### config.mk
export PLATFORM = sky130hd
export DESIGN_NAME = stpm_queue
export DESIGN_NICKNAME = d
export VERILOG_FILES = /design/src/sv/stpm_pkg.sv /design/src/sv/stpm_queue.sv
export SDC_FILE = /design/constraint.sdc
export NUM_CORES = 1
export LEC_CHECK = 0
export BUFFER_PORTS_ARGS = -buffer_cell sky130_fd_sc_hd__buf_2
export CORE_MARGIN = 2
export CORE_UTILIZATION = 50
export CTS_CLUSTER_SIZE = 14
export DETAILED_ROUTE_END_ITERATION = 7
export GPL_TIMING_DRIVEN = 0
export PLACE_DENSITY = 0.77
export SYNTH_ARGS = -nofsm -noshare
export SYNTH_HDL_FRONTEND = slang
export SYNTH_SLANG_ARGS = --single-unit
### constraint.sdc
create_clock -name aclk -period 12.9 [get_ports aclk]
set_clock_uncertainty 0.2 [all_clocks]
set_input_delay 0.645 -clock aclk [delete_from_list [all_inputs] [get_ports aclk]]
set_output_delay 0.645 -clock aclk [all_outputs]
set_load 0.01 [all_outputs]
### src/sv/stpm_pkg.sv
package stpm_pkg;

    localparam int SLOT_BYTES = 16;
    localparam int KEY_W      = 8 * SLOT_BYTES;
    localparam int HALF_W     = KEY_W / 2;
    localparam int IDX_W      = 4;
    localparam int TLEN_W     = 8;
    localparam int SLEN_W     = 5;
    localparam int UPOS_W     = 4;
    localparam int OP_W       = 2;
    localparam int Q_DEPTH    = 2;
    localparam int Q_PTR_W    = $clog2(Q_DEPTH);
    localparam int Q_CNT_W    = $clog2(Q_DEPTH + 1);

    localparam int S_DATA_W   = 152;
    localparam int M_DATA_W   = 16;

    localparam logic [OP_W-1:0] OP_SEARCH = 2'd0;
    localparam logic [OP_W-1:0] OP_WRITE  = 2'd1;
    localparam logic [OP_W-1:0] OP_CLEAR  = 2'd2;

    typedef enum logic [1:0] {
        KIND_SEARCH = 2'd0,
        KIND_WRITE  = 2'd1,
        KIND_CLEAR  = 2'd2
    } kind_t;

    typedef struct packed {
        kind_t              kind;
        logic [IDX_W-1:0]   idx;
        logic [KEY_W-1:0]   text;
        logic [TLEN_W-1:0]  len;
        logic [UPOS_W-1:0]  upos;
        logic [7:0]         ubyte;
    } cmd_t;

endpackage

### src/sv/stpm_queue.sv
module stpm_queue (
    input  logic            aclk,
    input  logic            aresetn,
    input  logic            push_valid,
    output logic            push_ready,
    input  stpm_pkg::cmd_t  push_cmd,
    output logic            pop_valid,
    input  logic            pop_ready,
    output stpm_pkg::cmd_t  pop_cmd
);

    stpm_pkg::cmd_t                  entry_reg [stpm_pkg::Q_DEPTH];
    logic [stpm_pkg::Q_PTR_W-1:0]    wr_ptr_reg, wr_ptr_next;
    logic [stpm_pkg::Q_PTR_W-1:0]    rd_ptr_reg, rd_ptr_next;
    logic [stpm_pkg::Q_CNT_W-1:0]    count_reg, count_next;
    logic                            push;
    logic                            pop;

    assign push_ready = count_reg != stpm_pkg::Q_CNT_W'(stpm_pkg::Q_DEPTH);
    assign pop_valid  = count_reg != '0;
    assign pop_cmd    = entry_reg[rd_ptr_reg];
    assign push       = push_valid && push_ready;
    assign pop        = pop_valid && pop_ready;

    always_comb begin
        wr_ptr_next = wr_ptr_reg;
        rd_ptr_next = rd_ptr_reg;
        count_next  = count_reg;
        if (push) begin
            wr_ptr_next = (32'(wr_ptr_reg) == stpm_pkg::Q_DEPTH - 1) ? '0 : wr_ptr_reg + 1'b1;
        end
        if (pop) begin
            rd_ptr_next = (32'(rd_ptr_reg) == stpm_pkg::Q_DEPTH - 1) ? '0 : rd_ptr_reg + 1'b1;
        end
        if (push && !pop) begin
            count_next = count_reg + 1'b1;
        end else if (pop && !push) begin
            count_next = count_reg - 1'b1;
        end
    end

    always_ff @(posedge aclk) begin
        if (!aresetn) begin
            wr_ptr_reg <= '0;
            rd_ptr_reg <= '0;
            count_reg  <= '0;
        end else begin
            wr_ptr_reg <= wr_ptr_next;
            rd_ptr_reg <= rd_ptr_next;
            count_reg  <= count_next;
        end
    end

    always_ff @(posedge aclk) begin
        if (push) begin
            entry_reg[wr_ptr_reg] <= push_cmd;
        end
    end

`ifndef SYNTHESIS
    a_count_bound: assert property (@(posedge aclk) disable iff (!aresetn)
        32'(count_reg) <= stpm_pkg::Q_DEPTH)
        else $error("queue count out of range");

    a_count_up: assert property (@(posedge aclk) disable iff (!aresetn)
        (push && !pop) |=> (count_reg == $past(count_reg) + 1'b1))
        else $error("queue count missed a push");
`endif

endmodule

# Word level (Yosys, flattened, before mapping)
# Memories as Yosys holds them, arrays and structs flattened. A register that Yosys moved wholly into a read port is not among the register bits.
# Cells that the tools add are included.
# W data, S select, Z words.
# totals
output_inout_bits	156
mem_count	1
ramBits	308
ff_bits	4
# classes
n_eq_ne	1
add_sub_neg	4
n_reduce_logical	8
mux	8
# memory_table
memory	words	word_bits	read_ports	rd_clocked_by_memory_dff	write_ports	line_no	source
entry_reg	2	154	1	1	1	stpm_queue.sv:12	stpm_pkg::cmd_t entry_reg [stpm_pkg::Q_DEPTH];
# op_table
cell	count
$mux W1	6
$logic_and A1 B1 Y1	4
$mux W2	2
$reduce_bool A2 Y1	2
$add A1 B1 Y1 const B	2
$add A2 B1 Y2 const B	1
$logic_not A1 Y1	2
$ne A2 B2 Y1 const B	1
$sub A2 B1 Y2 const B	1

# Depth between registers and ports, before layout
# depth
ltp_word	6
ltp_mapped	6

# Worst setup path before layout
# Ideal clock, no wire load.
# synth_timing
path_kind	input port to flip-flop
from	input port push_valid
to	memory entry_reg[1][0] (netlist name), enable pin
arrival_time_ps	4228
cell_stages	1
path_buffers	0
slack_ps	7939
cell_sequence	and3_1
# synth_via
elab_chain_len	3
# synth_lines
item	line_no	source
start: declaration	stpm_queue.sv:4	input logic push_valid,
$logic_and A1 B1 Y1	stpm_queue.sv:22	assign push = push_valid && push_ready;
$mux W1	stpm_queue.sv:55	if (push) begin
$mux W1 (implied by the code)	stpm_queue.sv:56	entry_reg[wr_ptr_reg] <= push_cmd;
end: declaration	stpm_queue.sv:12	
# Every way passes these cells.

==> results.sh <==
export IMPL_outcome="complete, no violations"
export IMPL_viasPerCell=5.056
export IMPL_tightest_slew_ns=0.8351
export IMPL_drive_above_1_share_pct=60.95
export IMPL_ys_warnings_count=0
export IMPL_whs_ns=0.1316
export IMPL_grt_max_degree=91
export IMPL_critPathBufInv=4
export IMPL_met2WireLength_um=11300
export IMPL_clk_latency_ns=0.49
export IMPL_relSlewSlack_pct=44.33
export IMPL_area_delta_synth_final_pct=26.71
export IMPL_routed_wirelength_um=22490
export IMPL_critPathArrivalTime_ns=1.86
export IMPL_setup_violations_final=0
export IMPL_power_leakage_nw=5.632
export IMPL_synth_avg_cell_area_sq_um=23.03
export IMPL_async_flop_share_pct=0
export IMPL_highest_layer="met5"
export IMPL_ant_nets=0
export IMPL_synth_edf_count=308
export IMPL_crit_chain="buf_6 -> buf_6 -> buf_6 -> mux2_4 -> buf_2"
export IMPL_worst_setup_path_type="register to primary output"
export IMPL_maxCapViolCount=0
export IMPL_finalCritPeriodShare_pct=20.98
export IMPL_post_cts_setup_buffers=0
export IMPL_path_delay_family="buffers and inverters"
export IMPL_drtIter0Drc=261
export IMPL_pwr_share_comb_pct=24.9
export IMPL_mostFrequentLayoutCells="buf_2 (322), edfxtp_1 (308), mux2_2 (94)"
export IMPL_largest_reg_flops=308
export IMPL_first_pass_iters=4
export IMPL_routedWlPerCell_um=19.22
export IMPL_hp_class="primary input to register"
export IMPL_initial_utilization_pct=51.02
export IMPL_numPortBuffers=313
export IMPL_syn_num_nets=662
export IMPL_core_area_sq_um=22710
export IMPL_die_area_sq_um=24410
export IMPL_synth_cells=503
export IMPL_cp_slowest_cell="dfxtp_1"
export IMPL_postCtsHoldBufs=0
export IMPL_period_needed_ns=2.706
export IMPL_final_util_pct=64.64
export IMPL_grt_use_total_pct=17.90
export IMPL_hold_violations=0
export IMPL_ys_seq_area_share_pct=80.69
export IMPL_drt_met1_wl_um=7851
export IMPL_postCtsResizedCells=0
export IMPL_cpMostUsedCell="buf_6"
export IMPL_synth_flop_cell="edfxtp_1"
export IMPL_cts_max_level=2
export IMPL_antenna_found_initial=9
export IMPL_grt_pass1_wl_um=32820
export IMPL_grt_pass1_vias=6271
export IMPL_final_area_sq_um=14680
export IMPL_place_congestion=0.7597
export IMPL_syn_area_sq_um=11590
export IMPL_die_h_um=156.2
export IMPL_nets=1014
export IMPL_die_x_um=156.2
export IMPL_cts_buffers=34
export IMPL_drc=0
export IMPL_switchingPower_w=0.0007651
export IMPL_cp_max_fo=10
export IMPL_nFillCells=1587
export IMPL_tritoncts="built"
export IMPL_rsz0062_at_grt="false"
export IMPL_place_area_sq_um=13600
export IMPL_ir_worst_vdd_mv=0.1364
export IMPL_clk_pin_slew_ns=0.06
export IMPL_met3_length_um=2507
export IMPL_place_hpwl_um=15550
export IMPL_vias=5916
export IMPL_cts_sinks=313
export IMPL_power_share_sequential_pct=44.3
export IMPL_grt_ovfl_total=0
export IMPL_max_freq_ghz=0.3695
export IMPL_row_count=55
export IMPL_startpoint_type="register"
export IMPL_clkPwrFrac_pct=30.9
export IMPL_p_int_w=0.002173
export IMPL_clock_root_buffer="clkbuf_16"
export IMPL_slew_violations=0
export IMPL_ioPinCount=314
export IMPL_swShare_pct=26.04
export IMPL_ys_ff_latch=313
export IMPL_fin_setup_tns_ns=0
export IMPL_worstPathRequired_ns=12.06
export IMPL_cts_max_path_buffers=3
export IMPL_cp_end_kind="primary output"
export IMPL_p_per_area_nw_per_um2=200.2
export IMPL_slowest_delay_ns=0.32
export IMPL_synth_cell_types=21
export IMPL_final_common_cell="buf_2"
[per-layer routing]
metal  vias to the layer above  global-route usage (%)
met5                         -                       0
met4                         6                   7.776
met3                        64                   7.976
met2                       270                   30.91
met1                      2851                   19.03
li1                       2725                       -
[path summary, 6_finish.rpt]
kind	startpoint	slack [ns]	depth (start not counted)	endpoint
setup / recovery	register	10.19	5	pop_cmd[83]
hold / removal	push_cmd[30]	0.13	1	entry_reg[0][30]
hold reg to reg	count_reg[1]	0.35	2	count_reg[1]
setup reg to reg	count_reg[0]	10.60	4	entry_reg[0][82]
[synthesized netlist by cell type, types with 2 or more instances]
cell,n,area (sq um)
edfxtp_1,308,9249
mux2_2,94,1059
mux2_4,60,900.9
buf_2,9,45.04
buf_6,8,90.09
dfxtp_1,5,100.1
and2_1,4,25.02
xnor2_1,2,17.52
[stage by stage]
stage,total power [W],instances,setup slack (ns)
2_1_floorplan,0.001799,503,7.939
3_3_place_gp,0.002072,1101,5.890
3_5_place_dp,0.002064,1104,10.43
4_1_cts,0.002977,1166,10.13
5_1_grt,0.003064,1170,10.10
6_report,0.002938,1170,10.19
[power by group through the flow]
stage          Clock, W  Sequential, W  Combinational [W]
3_5_place_dp          0        0.00132           0.000741
6_report       0.000907        0.00130           0.000731
2_1_floorplan         0        0.00133           0.000466
4_1_cts        0.000931        0.00130           0.000744
3_3_place_gp          0        0.00135           0.000723
5_1_grt        0.000966        0.00131           0.000786
[worst reg2reg max path, stage by stage, from the launching register on]
cell,delay (ns)
dfxtp_1,0.42
nand2b_4,0.19
nand3b_1,0.20
inv_8,0.41
buf_16,0.42
[final cells by class]
| cell class | instances | area, sq um | area share, % |
|---|---|---|---|
| inverter | 1 | 11.26 | 0.07671 |
| tap | 285 | 356.6 | 2.429 |
| multi-input combinational | 172 | 2103 | 14.33 |
| buffer | 17 | 135.1 | 0.9205 |
| clock inverter | 14 | 88.84 | 0.6051 |
| timing repair buffer | 316 | 1649 | 11.23 |
| clock buffer | 48 | 977.2 | 6.656 |
| sequential | 313 | 9349 | 63.68 |
| antenna | 4 | 10.01 | 0.06818 |
[kinds of logic after synthesis]
| kind of cell | Yosys count | share of synthesized area, % |
|---|---|---|
| buffers and inverters | 18 | 1.199 |
| and+or+nand+nor | 9 | 0.5616 |
| AOI/OAI and AO/OA | 5 | 0.3023 |
| muxes | 154 | 16.91 |
| DFF | 313 | 80.69 |
| adders and majority gates | 1 | 0.1080 |
| xor gates and xnor gates | 3 | 0.2268 |
(Power assumes the default switching activity.)
